<file path="src/hdl/tlseq_pkg.sv">
`default_nettype none
package tlseq_pkg;

	localparam int SEC_W     = 7;
	localparam int OP_W      = 3;
	localparam int MODE_W    = 3;
	localparam int CFG_IDX_W = 2;
	localparam int LAMP_W    = 6;

	typedef logic [SEC_W-1:0] sec_t;

	typedef enum logic [OP_W-1:0] {
		OP_SEC_TICK  = 3'd0,
		OP_HALF_TICK = 3'd1,
		OP_INC_EDIT  = 3'd2,
		OP_CONFIRM   = 3'd3,
		OP_RESTORE   = 3'd4
	} op_t;

	typedef enum logic [MODE_W-1:0] {
		MODE_NORMAL       = 3'd0,
		MODE_BLINK_RED    = 3'd1,
		MODE_BLINK_AMBER  = 3'd2,
		MODE_BLINK_GREEN  = 3'd3,
		MODE_MANUAL_RED   = 3'd4,
		MODE_MANUAL_AMBER = 3'd5,
		MODE_MANUAL_GREEN = 3'd6
	} mode_t;

	typedef enum logic [1:0] {
		COL_RED   = 2'd0,
		COL_AMBER = 2'd1,
		COL_GREEN = 2'd2
	} colour_t;

	localparam logic [CFG_IDX_W-1:0] CFG_RED   = 2'd0;
	localparam logic [CFG_IDX_W-1:0] CFG_AMBER = 2'd1;
	localparam logic [CFG_IDX_W-1:0] CFG_GREEN = 2'd2;

	localparam sec_t RST_RED   = 7'd5;
	localparam sec_t RST_AMBER = 7'd2;
	localparam sec_t RST_GREEN = 7'd3;
	localparam sec_t EDIT_MAX  = 7'd99;

	// road 1 red and road 2 green
	localparam logic [LAMP_W-1:0] LAMP_RESET = 6'b100_001;

	typedef struct packed {
		sec_t red;
		sec_t amber;
		sec_t green;
	} dur_t;

	typedef struct packed {
		logic [LAMP_W-1:0] lamps;
		sec_t              road1_left;
		sec_t              road2_left;
		sec_t              edit;
	} result_t;

endpackage
`default_nettype wire

</file>
<file path="src/hdl/tlseq_if.sv">
`default_nettype none
interface tlseq_evt_if;
	logic                          valid;
	logic                          ready;
	logic [tlseq_pkg::OP_W-1:0]    operation;
	logic [tlseq_pkg::MODE_W-1:0]  mode;

	modport source (output valid, output operation, output mode, input ready);
	modport sink (input valid, input operation, input mode, output ready);
endinterface

interface tlseq_res_if;
	logic                         valid;
	logic                         ready;
	logic                         road1_red_on;
	logic                         road1_amber_on;
	logic                         road1_green_on;
	logic                         road2_red_on;
	logic                         road2_amber_on;
	logic                         road2_green_on;
	logic [tlseq_pkg::SEC_W-1:0]  road1_seconds_left;
	logic [tlseq_pkg::SEC_W-1:0]  road2_seconds_left;
	logic [tlseq_pkg::SEC_W-1:0]  edit_seconds;

	modport source (
		output valid, input ready,
		output road1_red_on, output road1_amber_on, output road1_green_on,
		output road2_red_on, output road2_amber_on, output road2_green_on,
		output road1_seconds_left, output road2_seconds_left, output edit_seconds
	);
	modport sink (
		input valid, output ready,
		input road1_red_on, input road1_amber_on, input road1_green_on,
		input road2_red_on, input road2_amber_on, input road2_green_on,
		input road1_seconds_left, input road2_seconds_left, input edit_seconds
	);
endinterface
`default_nettype wire

</file>
<file path="src/hdl/tlseq_cfg.sv">
`default_nettype none
module tlseq_cfg (
	input  wire logic                               clk,
	input  wire logic                               arst_n,
	input  wire logic                               cfg_we,
	input  wire logic [tlseq_pkg::CFG_IDX_W-1:0]    cfg_idx,
	input  wire logic [tlseq_pkg::SEC_W-1:0]        cfg_data,
	output tlseq_pkg::dur_t                         dflt
);

	tlseq_pkg::dur_t dflt_q;

	always_ff @(posedge clk or negedge arst_n) begin
		if (!arst_n) begin
			dflt_q.red   <= tlseq_pkg::RST_RED;
			dflt_q.amber <= tlseq_pkg::RST_AMBER;
			dflt_q.green <= tlseq_pkg::RST_GREEN;
		end else if (cfg_we) begin
			unique case (cfg_idx)
				tlseq_pkg::CFG_RED:   dflt_q.red   <= cfg_data;
				tlseq_pkg::CFG_AMBER: dflt_q.amber <= cfg_data;
				tlseq_pkg::CFG_GREEN: dflt_q.green <= cfg_data;
				default: ;
			endcase
		end
	end

	assign dflt = dflt_q;

endmodule
`default_nettype wire

</file>
<file path="src/hdl/tlseq_core.sv">
`default_nettype none
module tlseq_core (
	input  wire logic                              clk,
	input  wire logic                              arst_n,
	input  wire logic                              en,
	input  wire logic [tlseq_pkg::OP_W-1:0]        op,
	input  wire logic [tlseq_pkg::MODE_W-1:0]      mode,
	input  wire tlseq_pkg::dur_t                   dflt,
	output tlseq_pkg::result_t                     res
);

	typedef struct packed {
		tlseq_pkg::colour_t phase;
		tlseq_pkg::sec_t    count;
		logic [2:0]         lamp;
	} road_t;

	function automatic tlseq_pkg::sec_t dur_of(tlseq_pkg::colour_t c, tlseq_pkg::dur_t d);
		tlseq_pkg::sec_t v;
		unique case (c)
			tlseq_pkg::COL_AMBER: v = d.amber;
			tlseq_pkg::COL_GREEN: v = d.green;
			default:              v = d.red;
		endcase
		return v;
	endfunction

	// one second of one road: count down, or move to the next colour and reload
	function automatic road_t tick(tlseq_pkg::colour_t ph, tlseq_pkg::sec_t cnt,
			logic [2:0] lamp, tlseq_pkg::dur_t d);
		road_t r;
		r.phase = ph;
		r.count = cnt;
		r.lamp  = lamp;
		if (cnt > tlseq_pkg::sec_t'(1)) begin
			r.count = cnt - tlseq_pkg::sec_t'(1);
		end else begin
			unique case (ph)
				tlseq_pkg::COL_RED:   r.phase = tlseq_pkg::COL_GREEN;
				tlseq_pkg::COL_GREEN: r.phase = tlseq_pkg::COL_AMBER;
				default:              r.phase = tlseq_pkg::COL_RED;
			endcase
			r.lamp[ph]      = 1'b0;
			r.lamp[r.phase] = 1'b1;
			r.count         = dur_of(r.phase, d);
		end
		return r;
	endfunction

	tlseq_pkg::colour_t                 phase1_q, phase2_q, phase1_n, phase2_n;
	tlseq_pkg::sec_t                    count1_q, count2_q, count1_n, count2_n;
	tlseq_pkg::sec_t                    edit_q, edit_n, edit_inc;
	tlseq_pkg::dur_t                    dur_q, dur_n;
	logic [tlseq_pkg::LAMP_W-1:0]       lamp_q, lamp_n;
	road_t                              r1, r2;
	logic                               manual;

	assign r1 = tick(phase1_q, count1_q, lamp_q[2:0], dur_q);
	assign r2 = tick(phase2_q, count2_q, lamp_q[5:3], dur_q);
	assign manual = (mode == tlseq_pkg::MODE_MANUAL_RED) || (mode == tlseq_pkg::MODE_MANUAL_AMBER)
		|| (mode == tlseq_pkg::MODE_MANUAL_GREEN);
	assign edit_inc = (edit_q >= tlseq_pkg::EDIT_MAX) ? '0 : edit_q + tlseq_pkg::sec_t'(1);

	always_comb begin
		phase1_n = phase1_q;
		phase2_n = phase2_q;
		count1_n = count1_q;
		count2_n = count2_q;
		edit_n   = edit_q;
		dur_n    = dur_q;
		lamp_n   = lamp_q;
		unique case (op)
			tlseq_pkg::OP_SEC_TICK: begin
				if (mode == tlseq_pkg::MODE_NORMAL) begin
					phase1_n = r1.phase;
					count1_n = r1.count;
					phase2_n = r2.phase;
					count2_n = r2.count;
					lamp_n   = {r2.lamp, r1.lamp};
				end
			end
			tlseq_pkg::OP_HALF_TICK: begin
				unique case (mode)
					tlseq_pkg::MODE_BLINK_RED, tlseq_pkg::MODE_MANUAL_RED:
						lamp_n = lamp_q ^ 6'b001_001;
					tlseq_pkg::MODE_BLINK_AMBER, tlseq_pkg::MODE_MANUAL_AMBER:
						lamp_n = lamp_q ^ 6'b010_010;
					tlseq_pkg::MODE_BLINK_GREEN, tlseq_pkg::MODE_MANUAL_GREEN:
						lamp_n = lamp_q ^ 6'b100_100;
					default: ;
				endcase
			end
			tlseq_pkg::OP_INC_EDIT: begin
				if (manual) begin
					edit_n   = edit_inc;
					count2_n = edit_inc;
				end
			end
			tlseq_pkg::OP_CONFIRM: begin
				if (manual) begin
					count2_n = edit_q;
					unique case (mode)
						tlseq_pkg::MODE_MANUAL_RED:   dur_n.red   = edit_q;
						tlseq_pkg::MODE_MANUAL_AMBER: dur_n.amber = edit_q;
						default:                      dur_n.green = edit_q;
					endcase
				end
			end
			tlseq_pkg::OP_RESTORE: begin
				dur_n    = dflt;
				phase1_n = tlseq_pkg::COL_RED;
				phase2_n = tlseq_pkg::COL_GREEN;
				count1_n = dflt.red;
				count2_n = dflt.green;
				edit_n   = '0;
				lamp_n   = tlseq_pkg::LAMP_RESET;
			end
			default: ;
		endcase
	end

	always_ff @(posedge clk or negedge arst_n) begin
		if (!arst_n) begin
			phase1_q     <= tlseq_pkg::COL_RED;
			phase2_q     <= tlseq_pkg::COL_GREEN;
			count1_q     <= tlseq_pkg::RST_RED;
			count2_q     <= tlseq_pkg::RST_GREEN;
			edit_q       <= '0;
			dur_q.red    <= tlseq_pkg::RST_RED;
			dur_q.amber  <= tlseq_pkg::RST_AMBER;
			dur_q.green  <= tlseq_pkg::RST_GREEN;
			lamp_q       <= tlseq_pkg::LAMP_RESET;
		end else if (en) begin
			phase1_q <= phase1_n;
			phase2_q <= phase2_n;
			count1_q <= count1_n;
			count2_q <= count2_n;
			edit_q   <= edit_n;
			dur_q    <= dur_n;
			lamp_q   <= lamp_n;
		end
	end

	assign res.lamps      = lamp_n;
	assign res.road1_left = count1_n;
	assign res.road2_left = count2_n;
	assign res.edit       = edit_n;

endmodule
`default_nettype wire

</file>
<file path="src/hdl/two_road_traffic_light_sequencer.sv">
`default_nettype none
// path: event transaction into the event register, then into the result register (result valid)
// throughput: one event per cycle while the result is not stalled; the state update is a single combinational pass
// reset: arst_n clears both stages, defaults 5/2/3 s, road 1 red, road 2 green, edit 0
// a stalled result holds in its register while one more event waits in the event register
module two_road_traffic_light_sequencer (
	input  wire logic                               clk,
	input  wire logic                               arst_n,
	input  wire logic                               cfg_we,
	input  wire logic [tlseq_pkg::CFG_IDX_W-1:0]    cfg_idx,
	input  wire logic [tlseq_pkg::SEC_W-1:0]        cfg_data,
	tlseq_evt_if.sink                               evt,
	tlseq_res_if.source                             res
);

	logic                              valid_s1;
	logic [tlseq_pkg::OP_W-1:0]        op_s1;
	logic [tlseq_pkg::MODE_W-1:0]      mode_s1;
	logic                              res_valid_q;
	tlseq_pkg::result_t                res_q, res_n;
	tlseq_pkg::dur_t                   dflt;
	logic                              advance;

	assign advance   = valid_s1 && (!res_valid_q || res.ready);
	assign evt.ready = !valid_s1 || advance;

	always_ff @(posedge clk or negedge arst_n) begin
		if (!arst_n) begin
			valid_s1 <= 1'b0;
		end else if (evt.ready) begin
			valid_s1 <= evt.valid;
		end
	end

	always_ff @(posedge clk) begin
		if (evt.valid && evt.ready) begin
			op_s1   <= evt.operation;
			mode_s1 <= evt.mode;
		end
	end

	tlseq_cfg u_cfg (
		.clk      (clk),
		.arst_n   (arst_n),
		.cfg_we   (cfg_we),
		.cfg_idx  (cfg_idx),
		.cfg_data (cfg_data),
		.dflt     (dflt)
	);

	tlseq_core u_core (
		.clk    (clk),
		.arst_n (arst_n),
		.en     (advance),
		.op     (op_s1),
		.mode   (mode_s1),
		.dflt   (dflt),
		.res    (res_n)
	);

	always_ff @(posedge clk or negedge arst_n) begin
		if (!arst_n) begin
			res_valid_q <= 1'b0;
		end else if (advance) begin
			res_valid_q <= 1'b1;
		end else if (res.ready) begin
			res_valid_q <= 1'b0;
		end
	end

	always_ff @(posedge clk) begin
		if (advance) begin
			res_q <= res_n;
		end
	end

	assign res.valid              = res_valid_q;
	assign res.road1_red_on       = res_q.lamps[0];
	assign res.road1_amber_on     = res_q.lamps[1];
	assign res.road1_green_on     = res_q.lamps[2];
	assign res.road2_red_on       = res_q.lamps[3];
	assign res.road2_amber_on     = res_q.lamps[4];
	assign res.road2_green_on     = res_q.lamps[5];
	assign res.road1_seconds_left = res_q.road1_left;
	assign res.road2_seconds_left = res_q.road2_left;
	assign res.edit_seconds       = res_q.edit;

endmodule
`default_nettype wire

</file>
<file path="src/flat_wrapper.sv">
// flat-port wrapper written by rule: the top's interface ports become plain ports
module two_road_traffic_light_sequencer_flat 
  (clk, arst_n, cfg_we, cfg_idx, cfg_data, evt_valid, evt_operation, evt_mode, evt_ready, res_valid, res_ready, res_road1_red_on, res_road1_amber_on, res_road1_green_on, res_road2_red_on, res_road2_amber_on, res_road2_green_on, res_road1_seconds_left, res_road2_seconds_left, res_edit_seconds);
  tlseq_evt_if evt_i ();
  tlseq_res_if res_i ();
  input  wire logic clk;
  input  wire logic arst_n;
  input  wire logic cfg_we;
  input  wire logic [tlseq_pkg::CFG_IDX_W-1:0] cfg_idx;
  input  wire logic [tlseq_pkg::SEC_W-1:0] cfg_data;
  input wire logic [$bits(evt_i.valid)-1:0] evt_valid;
  input wire logic [$bits(evt_i.operation)-1:0] evt_operation;
  input wire logic [$bits(evt_i.mode)-1:0] evt_mode;
  output wire logic [$bits(evt_i.ready)-1:0] evt_ready;
  output wire logic [$bits(res_i.valid)-1:0] res_valid;
  input wire logic [$bits(res_i.ready)-1:0] res_ready;
  output wire logic [$bits(res_i.road1_red_on)-1:0] res_road1_red_on;
  output wire logic [$bits(res_i.road1_amber_on)-1:0] res_road1_amber_on;
  output wire logic [$bits(res_i.road1_green_on)-1:0] res_road1_green_on;
  output wire logic [$bits(res_i.road2_red_on)-1:0] res_road2_red_on;
  output wire logic [$bits(res_i.road2_amber_on)-1:0] res_road2_amber_on;
  output wire logic [$bits(res_i.road2_green_on)-1:0] res_road2_green_on;
  output wire logic [$bits(res_i.road1_seconds_left)-1:0] res_road1_seconds_left;
  output wire logic [$bits(res_i.road2_seconds_left)-1:0] res_road2_seconds_left;
  output wire logic [$bits(res_i.edit_seconds)-1:0] res_edit_seconds;
  assign evt_i.valid = evt_valid;
  assign evt_i.operation = evt_operation;
  assign evt_i.mode = evt_mode;
  assign evt_ready = evt_i.ready;
  assign res_valid = res_i.valid;
  assign res_i.ready = res_ready;
  assign res_road1_red_on = res_i.road1_red_on;
  assign res_road1_amber_on = res_i.road1_amber_on;
  assign res_road1_green_on = res_i.road1_green_on;
  assign res_road2_red_on = res_i.road2_red_on;
  assign res_road2_amber_on = res_i.road2_amber_on;
  assign res_road2_green_on = res_i.road2_green_on;
  assign res_road1_seconds_left = res_i.road1_seconds_left;
  assign res_road2_seconds_left = res_i.road2_seconds_left;
  assign res_edit_seconds = res_i.edit_seconds;
  two_road_traffic_light_sequencer u_core (.clk(clk), .arst_n(arst_n), .cfg_we(cfg_we), .cfg_idx(cfg_idx), .cfg_data(cfg_data), .evt(evt_i), .res(res_i));
endmodule
</file>
<file path="config.mk">
export PLATFORM = sky130hd
export DESIGN_NAME = two_road_traffic_light_sequencer_flat
export DESIGN_NICKNAME = d
export VERILOG_FILES = /design/src/hdl/tlseq_pkg.sv /design/src/hdl/tlseq_if.sv /design/src/hdl/tlseq_cfg.sv /design/src/hdl/tlseq_core.sv /design/src/hdl/two_road_traffic_light_sequencer.sv /design/src/flat_wrapper.sv
export SDC_FILE = /design/constraint.sdc
export NUM_CORES = 1
export LEC_CHECK = 0
export BUFFER_PORTS_ARGS = -buffer_cell sky130_fd_sc_hd__buf_4
export CORE_MARGIN = 2
export CORE_UTILIZATION = 25
export DETAILED_ROUTE_END_ITERATION = 8
export PLACE_DENSITY = 0.37
export SLEW_MARGIN = 5
export SYNTH_ARGS = -nofsm -noshare
export SYNTH_HDL_FRONTEND = slang
export SYNTH_SLANG_ARGS = --single-unit
</file>
<file path="constraint.sdc">
create_clock -name clk -period 6.4 [get_ports clk]
set_clock_uncertainty 0.1 [all_clocks]
set_input_delay 1.28 -clock clk [delete_from_list [all_inputs] [get_ports clk]]
set_output_delay 1.28 -clock clk [all_outputs]
set_load 0.02 [all_outputs]
</file>
==> parameters.txt <==
Parameter                              Value

Status
  Status    finished, final reports clean

Critical path
  Path type of the worst setup path    primary input to output pin
  Crit Reg-Reg Endpoint    u_core.res.road1_amber_on$_DFFE_PP_
  CP startpoint kind    primary input
  Kind of end point of the critical path    output pin
  Critical register-to-register path startpoint    u_core.u_core.count1_q[3]$_DFFE_PN0P_
  Critical Path Source    res_ready
  CP Capture Point    evt_ready
  Setup slack of the worst register-to-register path    ~3.4 ns
  Crit-path max FO    3
  Data arrival time of the worst path    1.74 ns
  CP required    5.02 ns
  FF-to-FF path depth    5

Clock network
  Setup Buffers After CTS    0
  Post-CTS Hold Fix Bufs    0
  Max Buffers Root-to-Sink    2
  CTS HTree Levels    3
  Number of clock buffers inserted by TritonCTS    9
  Sink Count    108
  CTS tree    yes
  Clock transition at the registers of the reported paths    0.08 ns
  Worst-skew pair later-pin latency    0.37 ns
  Buffer cell driving the clock tree root    sky130_fd_sc_hd__clkbuf_16
  Post-CTS resize count    0

GRT
  Met1 global-route usage    0.210
  Global route overflow    0
  Peak-usage layer in the global routing report    met2
  GRT Overall Usage    0.149
  Met3 usage in global routing    0.0225
  Number of antenna violations at the first check in global routing    0
  Met2 capacity usage during global routing    0.234
  Global-route wire length before repair    29700 um
  Number of global-route vias before repair    5013
  Maximum number of pins on one net before global-route repair    76

Placement
  Inst Count DP    994
  Setup WS pre-CTS    2.89 ns
  Post-detail-place hpwl    ~14000 um
  Final weighted congestion in routability-driven placement    0.823
  Number of port buffers    48
  Total placed instance area    about 0.007 mm^2

Layout
  Number of nets in the layout    706
  FF/Latch Area    0.00289 mm^2
  Fill cell total of the finished layout    between 2k and 3k
  Multi-input combinational cell area    roughly 0.003 mm^2
  Commonest cells after routing, fill and taps aside    sky130_fd_sc_hd__nand2_1, sky130_fd_sc_hd__o21ai_0, sky130_fd_sc_hd__dfrtp_1
  Area Growth Syn to Fin    15.2%
  Finished Cell Area    0.00708 mm^2
  Most common cell after layout, fill and taps aside    sky130_fd_sc_hd__nand2_1
  Final antenna diode count    0
  Final design utilization    0.292
  Layout cells sized above 1    0.190
  Non-filler cells, final    about 1.0k

Synthesis
  Number of warning messages in the yosys log    0
  Largest cells by area after synthesis    sky130_fd_sc_hd__dfrtp_1, sky130_fd_sc_hd__edfxtp_1, sky130_fd_sc_hd__dfstp_2, sky130_fd_sc_hd__nand2_1, sky130_fd_sc_hd__o21ai_0
  Post-synth EDFFs    33
  Main flop type after synthesis    sky130_fd_sc_hd__dfrtp_1
  Number of flip-flops and latches in the synthesized netlist    108
  Area leader, netlist    sky130_fd_sc_hd__dfrtp_1
  Share of async-settable or async-resettable flops after synthesis    0.694
  Post-synth net total    682
  Gate count after technology mapping    657
  Mean area per synthesized cell    9.36 um^2
  Seq/Total Area, Yosys    0.470
  Cell area after technology mapping    0.00615 mm^2
  Proportion of netlist area held by the largest area contributor    0.236
  Count of different cell masters after synthesis    74

STA
  Post-route worst hold slack    0.397 ns
  Least-Margin Pin Slew    1.13 ns
  Aggregate negative setup slack    0 ns
  Max Fclk    320 MHz
  Max-slew headroom    0.242
  Final hold violation count    0
  Number of pins with negative max-slew slack in the final report    0
  RSZ-0062 raised after global routing    false
  Post-route minimum period    3.12 ns
  Final critical-path setup slack    3.28 ns
  Post-route fraction of the period consumed by the critical path    0.488
  Setup violation total in the final timing report    0

Floorplanning
  Die height    161 um
  Die Span X    161 um
  Starting Density    0.254
  Overall die area    0.0259 mm^2
  Floorplan core area    between 0.02 and 0.025 mm^2
  IO Pins    49
  Cell Rows    57

Power
  Total Power Consumption    2.15 mW
  Worst vdd rail ir drop    0.000106 V
  Power per cell area    303 mW/mm^2
  Leakage    2.75 nW

Routing
  Vias per Instance    5.03
  Total number of vias    just over 5k
  Initial drt markers    266
  Number of routed nets with antenna violations    0
  Post-detailed-route wirelength per cell    18.7 um
  Total wire length after detailed routing    18900 um
  DRC    0
  Detailed-routing iteration count for the pre-antenna-repair pass    4

Job
  Max Cap Violations    0

Min path
  Class of the tightest hold or removal check    flop to flop
  Depth of the worst hold-timing path    2
==> layer usage <==
| metal | wire, um | up-vias |
|---|---|---|
| met5 | 0 | - |
| met4 | 294 | 0 |
| met3 | 710 | 15 |
| met2 | 8640 | 98 |
| met1 | 9270 | 2526 |
| li1 | - | 2443 |
==> cell type report <==
type	count	area share
repair buffers	57	0.0604
inverters	10	0.00530
clock inverters	6	0.00777
clock buffers	10	0.0323
flip-flops and latches	108	0.408
multi-input cells	495	0.429
well taps	324	0.0572
==> logic make-up (layout without fill, tap and decap cells) <==
| group | after synthesis | count (layout) | share of synthesized area |
|---|---|---|---|
| mux | 37 | 37 | 0.0649 |
| simple gates | 229 | 229 | 0.181 |
| xor+xnor | 10 | 10 | 0.0142 |
| compound gates | 214 | 214 | 0.223 |
| fa+ha+maj | 5 | 5 | 0.0102 |
| buf+inv | 54 | 83 | 0.0362 |
| flops | 108 | 108 | 0.470 |
==> report_power, final <==
group	switching [mW]	total (mW)	internal, mW
Sequential	0.170	1.03	0.859
Combinational	0.317	0.554	0.237
Clock	0.290	0.564	0.274
Total	0.778	2.15	1.37
==> flip-flops by register name, summed over array words and instances, names as in the netlist, 3 cells and up <==
| register | count |
|---|---|
| u_core.u_core.count1_q | 7 |
| u_core.mode_s1 | 3 |
| u_core.u_core.lamp_q | 6 |
| u_core.u_core.count2_q | 7 |
| u_core.res.edit_seconds | 7 |
| u_core.res.road1_seconds_left | 7 |
| u_core.op_s1 | 3 |
| u_core.u_core.dur_q | 21 |
| u_core.u_core.edit_q | 7 |
| u_core.u_cfg.dflt | 21 |
| u_core.res.road2_seconds_left | 7 |
==> synth_stat cells, types with 5 or more instances <==
cell	n
sky130_fd_sc_hd__nand2_1	95
sky130_fd_sc_hd__o21ai_0	69
sky130_fd_sc_hd__dfrtp_1	58
sky130_fd_sc_hd__a21oi_1	55
sky130_fd_sc_hd__nor2_1	49
sky130_fd_sc_hd__clkbuf_1	36
sky130_fd_sc_hd__edfxtp_1	33
sky130_fd_sc_hd__mux2_2	23
sky130_fd_sc_hd__dfstp_2	17
sky130_fd_sc_hd__mux2i_1	14
sky130_fd_sc_hd__and2_1	11
sky130_fd_sc_hd__nor3_1	11
sky130_fd_sc_hd__o211ai_1	11
sky130_fd_sc_hd__a22o_1	9
sky130_fd_sc_hd__inv_1	9
sky130_fd_sc_hd__nand2b_1	9
sky130_fd_sc_hd__a31oi_1	8
sky130_fd_sc_hd__or3_1	8
sky130_fd_sc_hd__nand3_1	7
sky130_fd_sc_hd__o31ai_1	7
sky130_fd_sc_hd__xor2_1	7
sky130_fd_sc_hd__nor2b_1	6
sky130_fd_sc_hd__a22oi_1	5
sky130_fd_sc_hd__ha_1	5
sky130_fd_sc_hd__nand3b_1	5
sky130_fd_sc_hd__o21a_1	5
==> worst min path at each step <==
| stage | endpoint | startpoint | slack [ns] |
|---|---|---|---|
| final | u_core.u_core.dur_q[1]$_DFFE_PN1P_ | u_core.u_core.dur_q[1]$_DFFE_PN1P_ | 0.40 |
| after global routing | u_core.u_core.dur_q[1]$_DFFE_PN1P_ | u_core.u_core.dur_q[1]$_DFFE_PN1P_ | 0.42 |
| after CTS | u_core.u_core.dur_q[1]$_DFFE_PN1P_ | u_core.u_core.dur_q[1]$_DFFE_PN1P_ | 0.40 |
| after detailed placement | u_core.u_core.dur_q[1]$_DFFE_PN1P_ | u_core.u_core.dur_q[1]$_DFFE_PN1P_ | 0.39 |
| after global placement | u_core.u_core.dur_q[1]$_DFFE_PN1P_ | u_core.u_core.dur_q[1]$_DFFE_PN1P_ | 0.38 |
| after floorplan | u_core.res.valid$_DFFE_PN0P_ | u_core.valid_s1$_DFFE_PN0N_ | 0.36 |
==> critical path, cell delays in order <==
cell	delay, ns
sky130_fd_sc_hd__buf_4	0.11
sky130_fd_sc_hd__nand3b_1	0.18
sky130_fd_sc_hd__buf_4	0.18
Power figures use the tool's default switching activity.
